<file path="config.mk">
export PLATFORM = sky130hd
export DESIGN_NAME = k_way_sorted_merge_flat
export DESIGN_NICKNAME = d
export VERILOG_FILES = /design/src/sv/kwm_pkg.sv /design/src/sv/kwm_if.sv /design/src/sv/k_way_sorted_merge.sv /design/src/sv/kwm_ram.sv /design/src/sv/kwm_heads.sv /design/src/flat_wrapper.sv
export VERILOG_INCLUDE_DIRS = /design/src /design/src/sv
export SDC_FILE = /design/constraint.sdc
export NUM_CORES = 2
export LEC_CHECK = 0
export ABC_CLOCK_PERIOD_IN_PS = 13450
export BUFFER_PORTS_ARGS = -buffer_cell sky130_fd_sc_hd__buf_2
export CAP_MARGIN = 5
export CORE_MARGIN = 5
export CORE_UTILIZATION = 45
export DETAILED_ROUTE_END_ITERATION = 10
export GPL_ROUTABILITY_DRIVEN = 0
export PLACE_DENSITY = 0.62
export SKIP_CTS_REPAIR_TIMING = 1
export SLEW_MARGIN = 20
export SYNTH_ARGS = -nofsm -noshare
export SYNTH_HDL_FRONTEND = slang
export SYNTH_SLANG_ARGS = --single-unit
</file>
<file path="constraint.sdc">
create_clock -name clock -period 13.45 [get_ports clock]
set_clock_uncertainty 0.15 [all_clocks]
set_input_delay 2.0175 -clock clock [delete_from_list [all_inputs] [get_ports clock]]
set_output_delay 2.0175 -clock clock [all_outputs]
set_load 0.1 [all_outputs]
</file>
<file path="src/sv/k_way_sorted_merge_assert.svh">
// assertion macros shared by the merge block
`ifndef K_WAY_SORTED_MERGE_ASSERT_SVH
`define K_WAY_SORTED_MERGE_ASSERT_SVH
`ifndef NO_ASSERTIONS
// property must hold at every clock edge outside reset
`define KWM_ASSERT(label, clk, rst, prop, msg) \
   label: assert property (@(posedge clk) disable iff (rst) prop) else $error(msg);
// condition must never be seen outside reset
`define KWM_ASSERT_NEVER(label, clk, rst, expr, msg) \
   label: assert property (@(posedge clk) disable iff (rst) !(expr)) else $error(msg);
`else
`define KWM_ASSERT(label, clk, rst, prop, msg)
`define KWM_ASSERT_NEVER(label, clk, rst, expr, msg)
`endif
`endif

</file>
<file path="src/sv/kwm_pkg.sv">
// types, sizes and helpers of the k-way merge block
package kwm_pkg;

   localparam int NUM_LISTS  = 8;
   localparam int LIST_DEPTH = 8;

   localparam int LIST_W = $clog2(NUM_LISTS);
   localparam int CNT_W  = $clog2(LIST_DEPTH + 1);
   localparam int ADDR_W = $clog2(NUM_LISTS * LIST_DEPTH);
   localparam int TOT_W  = $clog2(NUM_LISTS * LIST_DEPTH + 1);
   localparam int NUM_LEAF = 2 ** LIST_W;
   localparam int NUM_PAIR = NUM_LEAF / 2;

   typedef logic [LIST_W-1:0] list_type;
   typedef logic [CNT_W-1:0]  cnt_type;
   typedef logic [ADDR_W-1:0] addr_type;
   typedef logic [TOT_W-1:0]  tot_type;
   typedef logic signed [31:0] value_type;

   // one candidate head in the selection tree
   typedef struct packed {
      logic      ok;
      list_type  idx;
      value_type val;
   } node_type;

   // head register updates from the sequencer
   typedef struct packed {
      logic      wr;
      list_type  wr_tag;
      value_type wr_data;
      logic      kill;
      list_type  kill_tag;
   } head_wr_type;

   typedef enum logic [1:0] {
      ST_LOAD,
      ST_INIT,
      ST_REFILL,
      ST_SEL
   } state_type;

   // store address of element pos of list k
   function automatic addr_type addr_of(list_type k, cnt_type pos);
      return addr_type'(int'(k) * LIST_DEPTH + int'(pos));
   endfunction

endpackage

</file>
<file path="src/sv/kwm_if.sv">
// request and response channel interfaces of the merge block
interface kwm_req_if;
   import kwm_pkg::*;
   logic       valid;
   logic       ready;
   logic [2:0] list_index;
   value_type  value;
   logic       has_value;
   logic       end_of_load;

   modport source (output valid, list_index, value, has_value, end_of_load, input ready);
   modport sink   (input valid, list_index, value, has_value, end_of_load, output ready);
endinterface

interface kwm_rsp_if;
   import kwm_pkg::*;
   logic       valid;
   logic       ready;
   value_type  merged_value;
   logic [2:0] source_list;
   logic       last_result;
   logic       overflow;

   modport source (output valid, merged_value, source_list, last_result, overflow,
                   input ready);
   modport sink   (input valid, merged_value, source_list, last_result, overflow,
                   output ready);
endinterface

</file>
<file path="src/sv/k_way_sorted_merge.sv">
// k-way merge of up to eight sorted lists held in an element store
// usage: elements arrive on req, each tagged with its list number, and are
//   appended to that list in arrival order, one transaction per cycle.
//   a transaction with has_value low carries no element; end_of_load marks
//   the last transaction of a data set (its element, if any, is loaded first)
// merge: after end_of_load of a non-empty data set req.ready drops; the first
//   element of every non-empty list is fetched from the store (ST_INIT visits
//   every list, one read per non-empty list); per result, ST_SEL picks the
//   smallest head from the selection tree and issues the ram read of that
//   list's next element, and ST_REFILL writes the read data into its head.
//   ties go to the lower list number. the final result carries last_result
// overflow: set on every result of a data set in which an element was
//   dropped (list full or list number out of range)
// an empty data set gives no result and clears the drop flag
// stall: the response register holds its transaction while rsp.ready is low
//   and the merge waits; loading of the next data set may start while the
//   last result still waits to be taken
// reset: fill counts, read positions, drop flag and control clear at once;
//   the store itself is not cleared, only entries below a fill are read
`include "k_way_sorted_merge_assert.svh"

module k_way_sorted_merge (
   input logic   clock,
   input logic   reset,
   kwm_req_if.sink   req,
   kwm_rsp_if.source rsp
);
   import kwm_pkg::*;

   state_type   state_ff, state_in;
   cnt_type     fill_ff [NUM_LISTS];
   cnt_type     fill_in [NUM_LISTS];
   cnt_type     rpos_ff [NUM_LISTS];
   cnt_type     rpos_in [NUM_LISTS];
   tot_type     total_ff, total_in;
   tot_type     remain_ff, remain_in;
   logic        dropped_ff, dropped_in;
   list_type    init_k_ff, init_k_in;
   logic        rd_vld_ff, rd_vld_in;
   list_type    rd_tag_ff, rd_tag_in;
   logic        rsp_valid_ff, rsp_valid_in;
   value_type   rsp_value_ff, rsp_value_in;
   logic [2:0]  rsp_src_ff, rsp_src_in;
   logic        rsp_last_ff, rsp_last_in;
   logic        rsp_ovf_ff, rsp_ovf_in;

   // store ports
   logic        ram_wr_en;
   addr_type    ram_wr_addr;
   logic        ram_rd_en;
   addr_type    ram_rd_addr;
   logic [31:0] ram_rd_data;

   head_wr_type head_ctl;
   node_type    pick;
   logic        kill;
   list_type    req_list;
   logic        req_idx_ok;
   list_type    fsel;
   cnt_type     fill_sel;
   cnt_type     rpos_nxt;
   tot_type     tot_nxt;
   logic        loaded;
   logic        slot_free;

   kwm_ram #(
      .WIDTH (32),
      .DEPTH (NUM_LISTS * LIST_DEPTH)
   ) u_store (
      .clock   (clock),
      .wr_en   (ram_wr_en),
      .wr_addr (ram_wr_addr),
      .wr_data (req.value),
      .rd_en   (ram_rd_en),
      .rd_addr (ram_rd_addr),
      .rd_data (ram_rd_data)
   );

   // ram data lands in the head of the list it was read for
   assign head_ctl.wr       = rd_vld_ff;
   assign head_ctl.wr_tag   = rd_tag_ff;
   assign head_ctl.wr_data  = value_type'(ram_rd_data);
   assign head_ctl.kill     = kill;
   assign head_ctl.kill_tag = pick.idx;

   kwm_heads u_heads (
      .clock (clock),
      .reset (reset),
      .ctl   (head_ctl),
      .pick  (pick)
   );

   assign req_list   = LIST_W'(req.list_index);
   assign req_idx_ok = (int'(req.list_index) < NUM_LISTS);
   assign slot_free  = !rsp_valid_ff || rsp.ready;

   // single read point into the fill counts
   assign fsel     = (state_ff == ST_LOAD) ? req_list :
                     (state_ff == ST_INIT) ? init_k_ff : pick.idx;
   assign fill_sel = fill_ff[fsel];
   assign rpos_nxt = rpos_ff[pick.idx] + CNT_W'(1);

   assign req.ready = (state_ff == ST_LOAD);

   always_comb begin
      state_in     = state_ff;
      fill_in      = fill_ff;
      rpos_in      = rpos_ff;
      total_in     = total_ff;
      remain_in    = remain_ff;
      dropped_in   = dropped_ff;
      init_k_in    = init_k_ff;
      rd_vld_in    = 1'b0;
      rd_tag_in    = rd_tag_ff;
      rsp_valid_in = rsp_valid_ff && !rsp.ready;
      rsp_value_in = rsp_value_ff;
      rsp_src_in   = rsp_src_ff;
      rsp_last_in  = rsp_last_ff;
      rsp_ovf_in   = rsp_ovf_ff;
      ram_wr_en    = 1'b0;
      ram_wr_addr  = addr_of(req_list, fill_sel);
      ram_rd_en    = 1'b0;
      ram_rd_addr  = addr_of(pick.idx, rpos_nxt);
      kill         = 1'b0;
      loaded       = 1'b0;
      tot_nxt      = total_ff;

      unique case (state_ff)
         ST_LOAD: begin
            if (req.valid) begin
               if (req.has_value) begin
                  if (req_idx_ok && (fill_sel < CNT_W'(LIST_DEPTH))) begin
                     ram_wr_en         = 1'b1;
                     fill_in[req_list] = fill_sel + CNT_W'(1);
                     loaded            = 1'b1;
                  end else begin
                     dropped_in = 1'b1;
                  end
               end
               tot_nxt  = total_ff + TOT_W'(loaded);
               total_in = tot_nxt;
               if (req.end_of_load) begin
                  if (tot_nxt == '0) begin
                     // nothing stored: no result, drop flag forgotten
                     dropped_in = 1'b0;
                  end else begin
                     state_in  = ST_INIT;
                     init_k_in = '0;
                     remain_in = tot_nxt;
                  end
               end
            end
         end
         ST_INIT: begin
            // fetch the first element of each non-empty list
            if (fill_sel != '0) begin
               ram_rd_en   = 1'b1;
               ram_rd_addr = addr_of(init_k_ff, '0);
               rd_vld_in   = 1'b1;
               rd_tag_in   = init_k_ff;
            end
            if (init_k_ff == LIST_W'(NUM_LISTS - 1)) begin
               state_in = ST_REFILL;
            end else begin
               init_k_in = init_k_ff + LIST_W'(1);
            end
         end
         ST_REFILL: begin
            // read data enters the heads, first tree level re-registers
            state_in = ST_SEL;
         end
         ST_SEL: begin
            if (slot_free) begin
               rsp_valid_in      = 1'b1;
               rsp_value_in      = pick.val;
               rsp_src_in        = 3'(pick.idx);
               rsp_last_in       = (remain_ff == TOT_W'(1));
               rsp_ovf_in        = dropped_ff;
               remain_in         = remain_ff - TOT_W'(1);
               rpos_in[pick.idx] = rpos_nxt;
               if (rpos_nxt < fill_sel) begin
                  ram_rd_en = 1'b1;
                  rd_vld_in = 1'b1;
                  rd_tag_in = pick.idx;
               end else begin
                  kill = 1'b1;
               end
               if (remain_ff == TOT_W'(1)) begin
                  // run complete: empty the lists for the next data set
                  for (int k = 0; k < NUM_LISTS; k++) begin
                     fill_in[k] = '0;
                     rpos_in[k] = '0;
                  end
                  total_in   = '0;
                  dropped_in = 1'b0;
                  state_in   = ST_LOAD;
               end else begin
                  state_in = ST_REFILL;
               end
            end
         end
         default: begin
            state_in = ST_LOAD;
         end
      endcase
   end

   always_ff @(posedge clock) begin
      if (reset) begin
         state_ff     <= ST_LOAD;
         for (int k = 0; k < NUM_LISTS; k++) begin
            fill_ff[k] <= '0;
            rpos_ff[k] <= '0;
         end
         total_ff     <= '0;
         remain_ff    <= '0;
         dropped_ff   <= 1'b0;
         rd_vld_ff    <= 1'b0;
         rsp_valid_ff <= 1'b0;
      end else begin
         state_ff     <= state_in;
         fill_ff      <= fill_in;
         rpos_ff      <= rpos_in;
         total_ff     <= total_in;
         remain_ff    <= remain_in;
         dropped_ff   <= dropped_in;
         rd_vld_ff    <= rd_vld_in;
         rsp_valid_ff <= rsp_valid_in;
      end
   end

   // payload registers
   always_ff @(posedge clock) begin
      init_k_ff    <= init_k_in;
      rd_tag_ff    <= rd_tag_in;
      rsp_value_ff <= rsp_value_in;
      rsp_src_ff   <= rsp_src_in;
      rsp_last_ff  <= rsp_last_in;
      rsp_ovf_ff   <= rsp_ovf_in;
   end

   assign rsp.valid        = rsp_valid_ff;
   assign rsp.merged_value = rsp_value_ff;
   assign rsp.source_list  = rsp_src_ff;
   assign rsp.last_result  = rsp_last_ff;
   assign rsp.overflow     = rsp_ovf_ff;

   // a merge step always finds a live head while results remain
   `KWM_ASSERT(a_sel_has_head, clock, reset, (state_ff == ST_SEL) |-> pick.ok, "merge step without a live head")
   // the final result closes the run and is presented marked
   `KWM_ASSERT(a_last_ends_run, clock, reset, ((state_ff == ST_SEL) && slot_free && (remain_ff == TOT_W'(1))) |=> ((state_ff == ST_LOAD) && rsp_valid_ff && rsp_last_ff), "final result did not end the run")
   // no results outstanding while loading
   `KWM_ASSERT(a_load_no_remain, clock, reset, (state_ff == ST_LOAD) |-> (remain_ff == '0), "results outstanding in load phase")
   // no store read in flight once the run has ended
   `KWM_ASSERT_NEVER(a_no_read_in_load, clock, reset, (state_ff == ST_LOAD) && rd_vld_ff, "store read in flight during load")

endmodule

</file>
<file path="src/sv/kwm_ram.sv">
// simple dual-port ram, one write and one registered read port
module kwm_ram #(
   parameter int WIDTH = 32,
   parameter int DEPTH = 64
) (
   input  logic                     clock,
   input  logic                     wr_en,
   input  logic [$clog2(DEPTH)-1:0] wr_addr,
   input  logic [WIDTH-1:0]         wr_data,
   input  logic                     rd_en,
   input  logic [$clog2(DEPTH)-1:0] rd_addr,
   output logic [WIDTH-1:0]         rd_data
);

   logic [WIDTH-1:0] mem [DEPTH];
   logic [WIDTH-1:0] rd_data_ff;

   always_ff @(posedge clock) begin
      if (wr_en) begin
         mem[wr_addr] <= wr_data;
      end
   end

   always_ff @(posedge clock) begin
      if (rd_en) begin
         rd_data_ff <= mem[rd_addr];
      end
   end

   assign rd_data = rd_data_ff;

endmodule

</file>
<file path="src/sv/kwm_heads.sv">
// head registers of every list and the smallest-head selection tree
module kwm_heads (
   input  logic                 clock,
   input  logic                 reset,
   input  kwm_pkg::head_wr_type ctl,
   output kwm_pkg::node_type    pick
);
   import kwm_pkg::*;

   value_type head_val_ff [NUM_LISTS];
   value_type head_val_in [NUM_LISTS];
   logic      head_ok_ff  [NUM_LISTS];
   logic      head_ok_in  [NUM_LISTS];
   node_type  leaf        [NUM_LEAF];
   node_type  pair_ff     [NUM_PAIR];
   node_type  pair_in     [NUM_PAIR];

   // lower list wins a tie
   function automatic node_type best2(node_type a, node_type b);
      if (b.ok && (!a.ok || ($signed(b.val) < $signed(a.val)))) begin
         return b;
      end
      return a;
   endfunction

   always_comb begin
      for (int k = 0; k < NUM_LISTS; k++) begin
         head_val_in[k] = head_val_ff[k];
         head_ok_in[k]  = head_ok_ff[k];
         if (ctl.wr && (ctl.wr_tag == LIST_W'(k))) begin
            head_val_in[k] = ctl.wr_data;
            head_ok_in[k]  = 1'b1;
         end
         if (ctl.kill && (ctl.kill_tag == LIST_W'(k))) begin
            head_ok_in[k] = 1'b0;
         end
      end
   end

   // first tree level works on the next head values
   always_comb begin
      for (int i = 0; i < NUM_LISTS; i++) begin
         leaf[i].ok  = head_ok_in[i];
         leaf[i].idx = LIST_W'(i);
         leaf[i].val = head_val_in[i];
      end
      for (int i = NUM_LISTS; i < NUM_LEAF; i++) begin
         leaf[i] = '0;
      end
      for (int j = 0; j < NUM_PAIR; j++) begin
         pair_in[j] = best2(leaf[2*j], leaf[2*j+1]);
      end
   end

   // remaining levels over the registered pairs
   always_comb begin
      node_type t [NUM_PAIR];
      t = pair_ff;
      for (int s = NUM_PAIR / 2; s >= 1; s = s >> 1) begin
         for (int i = 0; i < s; i++) begin
            t[i] = best2(t[2*i], t[2*i+1]);
         end
      end
      pick = t[0];
   end

   always_ff @(posedge clock) begin
      if (reset) begin
         for (int k = 0; k < NUM_LISTS; k++) begin
            head_ok_ff[k] <= 1'b0;
         end
      end else begin
         head_ok_ff <= head_ok_in;
      end
   end

   always_ff @(posedge clock) begin
      head_val_ff <= head_val_in;
      pair_ff     <= pair_in;
   end

endmodule
</file>
<file path="src/flat_wrapper.sv">
// flat-port wrapper written by rule: the top's interface ports become plain ports
module k_way_sorted_merge_flat import kwm_pkg::*;
  (clock, reset, req_valid, req_list_index, req_value, req_has_value, req_end_of_load, req_ready, rsp_valid, rsp_merged_value, rsp_source_list, rsp_last_result, rsp_overflow, rsp_ready);
  kwm_req_if req_i ();
  kwm_rsp_if rsp_i ();
  input logic clock;
  input logic reset;
  input wire logic [$bits(req_i.valid)-1:0] req_valid;
  input wire logic [$bits(req_i.list_index)-1:0] req_list_index;
  input wire logic [$bits(req_i.value)-1:0] req_value;
  input wire logic [$bits(req_i.has_value)-1:0] req_has_value;
  input wire logic [$bits(req_i.end_of_load)-1:0] req_end_of_load;
  output wire logic [$bits(req_i.ready)-1:0] req_ready;
  output wire logic [$bits(rsp_i.valid)-1:0] rsp_valid;
  output wire logic [$bits(rsp_i.merged_value)-1:0] rsp_merged_value;
  output wire logic [$bits(rsp_i.source_list)-1:0] rsp_source_list;
  output wire logic [$bits(rsp_i.last_result)-1:0] rsp_last_result;
  output wire logic [$bits(rsp_i.overflow)-1:0] rsp_overflow;
  input wire logic [$bits(rsp_i.ready)-1:0] rsp_ready;
  assign req_i.valid = req_valid;
  assign req_i.list_index = req_list_index;
  assign req_i.value = req_value;
  assign req_i.has_value = req_has_value;
  assign req_i.end_of_load = req_end_of_load;
  assign req_ready = req_i.ready;
  assign rsp_valid = rsp_i.valid;
  assign rsp_merged_value = rsp_i.merged_value;
  assign rsp_source_list = rsp_i.source_list;
  assign rsp_last_result = rsp_i.last_result;
  assign rsp_overflow = rsp_i.overflow;
  assign rsp_i.ready = rsp_ready;
  k_way_sorted_merge u_core (.clock(clock), .reset(reset), .req(req_i), .rsp(rsp_i));
endmodule
</file>
* After elaboration in Yosys (flattened, before gate mapping)
Memory sizes are Yosys's and may differ from the RTL's. A register that Yosys moved wholly into a read port is not among the register bits.
Index checks and enable logic that the tools add are counted.
** Word-level totals
- Register bits after elaboration :: 526
- Memory bits (writable) :: 2048
- Bits of input ports :: 41
- Output and inout bits :: 39
- Logic and storage cells :: 287
- Memories :: 1
** Operators by class
- Add/sub/neg operators :: 7
- Magnitude comparators :: 14
- Equality and inequality tests :: 30
- Muxes and demuxes :: 118
- Bitwise gates (word level) :: 3
- Reduce and logical (&&, ||, !) cells :: 58
** Memories
- u_core.u_store.mem :: words 64, width 32, rd ports 1, clocked after Yosys merged registers in 1, write ports 1, RTL line kwm_ram.sv:15 : logic [WIDTH-1:0] mem [DEPTH];
** Operators by type and width (number)
- 32-bit two-way mux :: 14
- 36-bit two-way mux :: 12
- 32-bit < comparator :: 7
- 35-bit two-way mux :: 2
- 32-bit bitwise mux :: 2
- 32-bit case mux with 2 select lines :: 1
- 7-bit two-way mux :: 7
- 1-bit two-way mux :: 46
- 7-bit case mux with 2 select lines :: 2
- 3-bit == test, second input constant :: 9
- 3-bit two-way mux :: 9
- 1-bit logical AND :: 26
- 4-bit binary-select mux with 3-bit select :: 2
- 4-bit demux with 3-bit select :: 2
- 4-bit two-way mux :: 6
- 5-bit AND reduction :: 3
- 2-bit inequality test, second input constant :: 7
- 6-bit by 4-bit adder with 6-bit output :: 2
- 3-bit by 2-bit == test with 1-bit output, second input constant :: 4
- 4-bit >= comparator, second input constant :: 3
- 2-bit two-way mux :: 6
- 6-bit two-way mux :: 2
- 3-bit inverter with 4-bit output :: 3
- 3-bit case mux with 2 select lines :: 2
- other kinds (24) :: 51

* Longest topological paths before layout
- Depth in word-level cells :: 27
- Mapped depth :: 49
- Gate-level depth less buffers :: 34

* By module
A second synthesis with hierarchy kept.
** Second synthesis, totals
- Cell total of the unflattened synthesis :: 5968
- Area total of the unflattened synthesis :: 104715.4 µm²
** By module, submodules not included
- kwm_ram :: instances 1, cells an instance 3323, area an instance 78829.4 µm², sequential area each 62459.9 µm²
- kwm_heads :: instances 1, cells an instance 2006, area an instance 19703.9 µm², sequential area each 8007.7 µm²
- k_way_sorted_merge :: instances 1, cells an instance 639, area an instance 6182.2 µm², sequential area each 2952.8 µm²

* Least setup slack after synthesis
No wires, ideal clock.
- Path type :: flip-flop to flip-flop
- Start :: register u_core.u_heads.pair_ff[139] (netlist name)
- End :: register u_core.u_heads.pair_ff[39] (netlist name)
- Library setup time :: 121 ps
- Arrival :: 10067 ps
- Required time :: 13179 ps
- Slack :: 3113 ps
- Stages on the path, launching flop included :: 49
- Path buffers :: 17
- Clock period less this slack :: 10337 ps
- Path through :: dfxtp_1 > inv_1 > ha_1 > buf_4 > nand4_1 > nor4_2 > a22o_1 > nor4_4 > nor4_2 > clkbuf_1 > clkbuf_1 > mux2i_1 > ha_1 > a211oi_2 > o21ai_1 > a221o_1 > o211a_1 > o21a_1 > [13 not listed] > buf_2 > ha_1 > xor2_4 > inv_2 > buf_6 > buf_2 > buf_2 > buf_2 > clkbuf_1 > ha_1 > or3_1 > o22ai_1 > o21ai_0 > a2111oi_0 > or2_1 > buf_2 > buf_4 > mux2_2
** RTL lines
- start, declared :: RTL line kwm_heads.sv:15 : node_type pair_ff [NUM_PAIR];
- start signal, assigned :: RTL line kwm_heads.sv:79 : pair_ff <= pair_in;

* Worst setup path in the final report
- Start :: register u_core.u_heads.pair_ff[67] (netlist name)
- End :: register u_core.u_store.rd_data_ff[7] (netlist: u_core.u_store.rd_data[7]), read port of u_core.u_store.mem (data pin)
** Between the ends
- Longest elaborated chain between the ends :: 20
- Elaborated cells between the ends (all ways) :: 31
- Classes of those cells :: add/sub (2); order compare (3); mux (19); bitwise (2); reduce/logical (5)
** Ends and longest elaborated chain
- 32-bit < comparator :: RTL line kwm_heads.sv:20 : if (b.ok && (!a.ok || ($signed(b.val) < $signed(a.val)))) begin
- 1-bit logical OR :: RTL line kwm_heads.sv:20
- 1-bit logical AND :: RTL line kwm_heads.sv:20
- 1-bit two-way mux :: RTL line kwm_heads.sv:20
- 36-bit two-way mux (*) :: RTL line kwm_heads.sv:23 : return a;
- 32-bit < comparator :: RTL line kwm_heads.sv:20
- 1-bit logical OR :: RTL line kwm_heads.sv:20
- 1-bit logical AND :: RTL line kwm_heads.sv:20
- 1-bit two-way mux :: RTL line kwm_heads.sv:20
- 35-bit two-way mux (*) :: RTL line kwm_heads.sv:23
- parallel branches: the longest is 10 deep, another holds 4-bit by 1-bit adder with 4-bit output
- end, declared :: RTL line kwm_ram.sv:16 : logic [WIDTH-1:0] rd_data_ff;
Mark *: on every way between the ends. The select of a mux whose other input is x is not followed.
A chain may end at the register's enable or synchronous reset.

==> impl_metrics.toml <==
[pwr]
p_per_area_nw_per_um2 = 166
leakage_nw = 42.3
ir_drop_v = 0.000125

[floorplan]
std_cell_rows = 179
dieArea_sq_um = 248000
die_x_um = 498
num_io_pins = 80
die_h_um = 498
start_util = 0.451
coreArea_sq_um = 237000

[cells_and_area]
final_cell_mix = "edfxtp_1 (2,123), nand2_1 (1,063), dfxtp_1 (483)"
fin_nets = 8174
final_common_cell = "edfxtp_1"
fin_cells = 11300
final.fill_count = 19900
drive_gt1_frac = 0.155
area_growth_pct = 12.8

[routing]
routed_via_density = 6.05
route.met3.wl_mm = 34.3
met2_length_mm = 144
drc = 0
wire_per_inst_um = 28.9
wirelength_mm = 325
vias = 68200
drtPass1Iterations = 6
drt_iter0_markers = 8932
top_layer = "met5"
m1WireLength_mm = 133
antenna_left = 0

[clocking]
path_clk_slew_ns = 0.06
cts_buffer_depth = 4
root_buffer = "clkbuf_16"
cts_buffers = 286
cts_tree = "yes"
clk_latency_ns = 0.95
cts_max_level = 5
cts.sinks = 2606

[min_path]
min_path_type = "register to register"
whs_endpoint = "u_core.rsp.overflow"
min_from = "u_core.dropped_ff"
min_path_cells = 0

[synth]
synth_top_flop_cell = "edfxtp_1"
ys_seq_area_frac = 0.685
synth_area_per_cell_sq_um = 13.8
async_reset_ff_frac = 0
syn_nets = 8040
synthCells = 7766
yosys_warnings = 0
synth_area_sq_um = 107000
synth_edf_count = 2123
ys_ff_latch = 2606
synth_cell_type_count = 104

[global_route]
grt_max_degree = 133
grt_pass1_wl_mm = 469
grt_pass1_vias = 66200
gr-total-overflow = 0
antenna_found_initial = 25
grt_util_all_layers = 0.255

[setup_path]
rrSetupSlack_ns = 1.22
worstSetupPathType = "register to register"
rr_endpoint = "u_core.u_store.rd_data[7]"
endpoint_kind = "register"
timing.rr.start = "u_core.u_heads.pair_ff[67]"
crit_buf_inv = 3
worstSetupStartpointType = "register"
worst_ep_required_time_ns = 13.86
r2r_cells = 30
cpLargestDelayFamily = "compound AO/OA/AOI/OAI gates"
worstSetupStartpoint = "u_core.u_heads.pair_ff[67]"
worstPathMaxFanout = 37
arrival_ns = 12.65
cpMaxStageDelayCell = "nor2_4"
max_stage_delay_ns = 0.92

[timing]
finalSetupViolCount = 0
slew_headroom = 0.192
finalMaxSlewViolations = 0
rsz0062_at_grt = "false"
max_freq_mhz = 81.7
timing.final.crit_share = 0.910
hold_viol = 0
period_minus_slack_ns = 12.23
worstMarginPinSlew_ns = 1.21
setup_tns_ns = 0

[place]
placed_cells = 10800
hpwl_mm = 198
io_buffers = 79

[status]
status = "complete, no violations"

[job]
cap_viol_max_count = 0
==> synth_stat cells (51+ instances only) <==
| cell | number | share of area |
|---|---|---|
| and3_1 | 87 | 0.0051 |
| mux2i_1 | 313 | 0.029 |
| inv_1 | 226 | 0.0079 |
| a31oi_1 | 71 | 0.0041 |
| o22ai_1 | 224 | 0.013 |
| nand3_1 | 240 | 0.011 |
| o21ai_0 | 142 | 0.0066 |
| dfxtp_1 | 483 | 0.090 |
| a21o_1 | 57 | 0.0040 |
| edfxtp_1 | 2123 | 0.59 |
| buf_2 | 134 | 0.0063 |
| clkbuf_1 | 215 | 0.0075 |
| a21oi_1 | 331 | 0.015 |
| ha_1 | 233 | 0.027 |
| nor3_1 | 134 | 0.0063 |
| mux2_2 | 323 | 0.034 |
| mux4_2 | 118 | 0.025 |
| buf_1 | 52 | 0.0018 |
| a22oi_1 | 51 | 0.0036 |
| nand2_1 | 1065 | 0.037 |
| nor2_1 | 441 | 0.015 |
==> state kept, by name, summed over array words and instances, names as in the netlist, 7 cells and up <==
| signal | flops |
|---|---|
| u_core.total_ff | 7 |
| u_core.u_heads.head_ok_ff | 8 |
| u_core.remain_ff | 7 |
| u_core.fill_ff | 32 |
| u_core.u_heads.pair_ff | 136 |
| u_core.rsp.merged_value | 32 |
| u_core.u_store.mem | 2048 |
| u_core.u_heads.head_val_ff | 256 |
| u_core.u_store.rd_data | 32 |
| u_core.rpos_ff | 32 |
==> metrics by stage <==
stage / area (sq um) / setup slack [ns] / power (mW) / utilization / hold slack (ns)
5_1_grt: 121000 / 0.894 / 20.8 / 0.509 / 0.302
3_5_place_dp: 112000 / 1.58 / 12.8 / 0.472 / 0.268
6_report: 121000 / 1.22 / 20.0 / 0.509 / 0.285
4_1_cts: 121000 / 1.50 / 20.1 / 0.508 / 0.284
3_3_place_gp: 112000 / 1.11 / 12.7 / 0.471 / 0.264
2_1_floorplan: 107000 / 3.11 / 11.3 / - / 0.252
==> layout make-up <==
class | instances | area [sq um] | share of cell area
repair buffers | 288 | 2270 | 0.0188
clock buffers | 368 | 7660 | 0.0634
well taps | 3167 | 3960 | 0.0328
multi-input cells | 4489 | 31700 | 0.262
diodes | 5 | 12.5 | 0.000104
flip-flops and latches | 2606 | 73400 | 0.607
inverters | 229 | 876 | 0.00725
clock inverters | 119 | 961 | 0.00795
==> worst register-to-register path: cells and delay by family, from the launching register on <==
kind / cells / cell delay (ns)
compound gates: 12 / 4.13
fa+ha+maj: 3 / 1.15
buf+inv: 3 / 1.10
flops: 1 / 0.33
mux: 4 / 1.58
simple gates: 8 / 3.42
==> cells by family (layout without fill, tap and decap cells) <==
logic type               Yosys count  after routing  share of synthesized area
buffers and inverters            671           1004                     0.0267
AND/OR/NAND/NOR                 2208           2208                     0.0906
flip-flops                      2606           2606                      0.685
other                              0              5                          0
AO/OA/AOI/OAI                   1255           1255                     0.0785
adder cells (fa/ha/maj)          233            233                     0.0272
multiplexers                     779            779                     0.0906
XOR/XNOR                          14             14                    0.00132
==> worst max path at each step <==
stage / to / slack, ns / depth (start not counted)
6_report: u_core.u_store.rd_data[7] / 1.22 / 30
5_1_grt: u_core.u_store.rd_data[17] / 0.89 / 30
4_1_cts: u_core.u_store.rd_data[31] / 1.50 / 30
3_5_place_dp: u_core.u_store.rd_data[31] / 1.58 / 30
3_3_place_gp: u_core.u_store.rd_data[14] / 1.11 / 31
2_1_floorplan: u_core.u_heads.pair_ff[39] / 3.11 / 48
==> layer usage <==
metal / GRT usage / vias to the layer above
li1: - / 29600
met1: 0.361 / 34200
met2: 0.385 / 3668
met3: 0.0546 / 638
met4: 0.103 / 12
met5: 0 / -
==> power by group <==
part | switching [mW] | internal (mW) | total, mW
clock network | 3.10 | 4.27 | 7.37
logic | 2.23 | 1.15 | 3.38
registers | 0.202 | 9.09 | 9.29
total | 5.53 | 14.5 | 20.0
(Power assumes the default switching activity.)
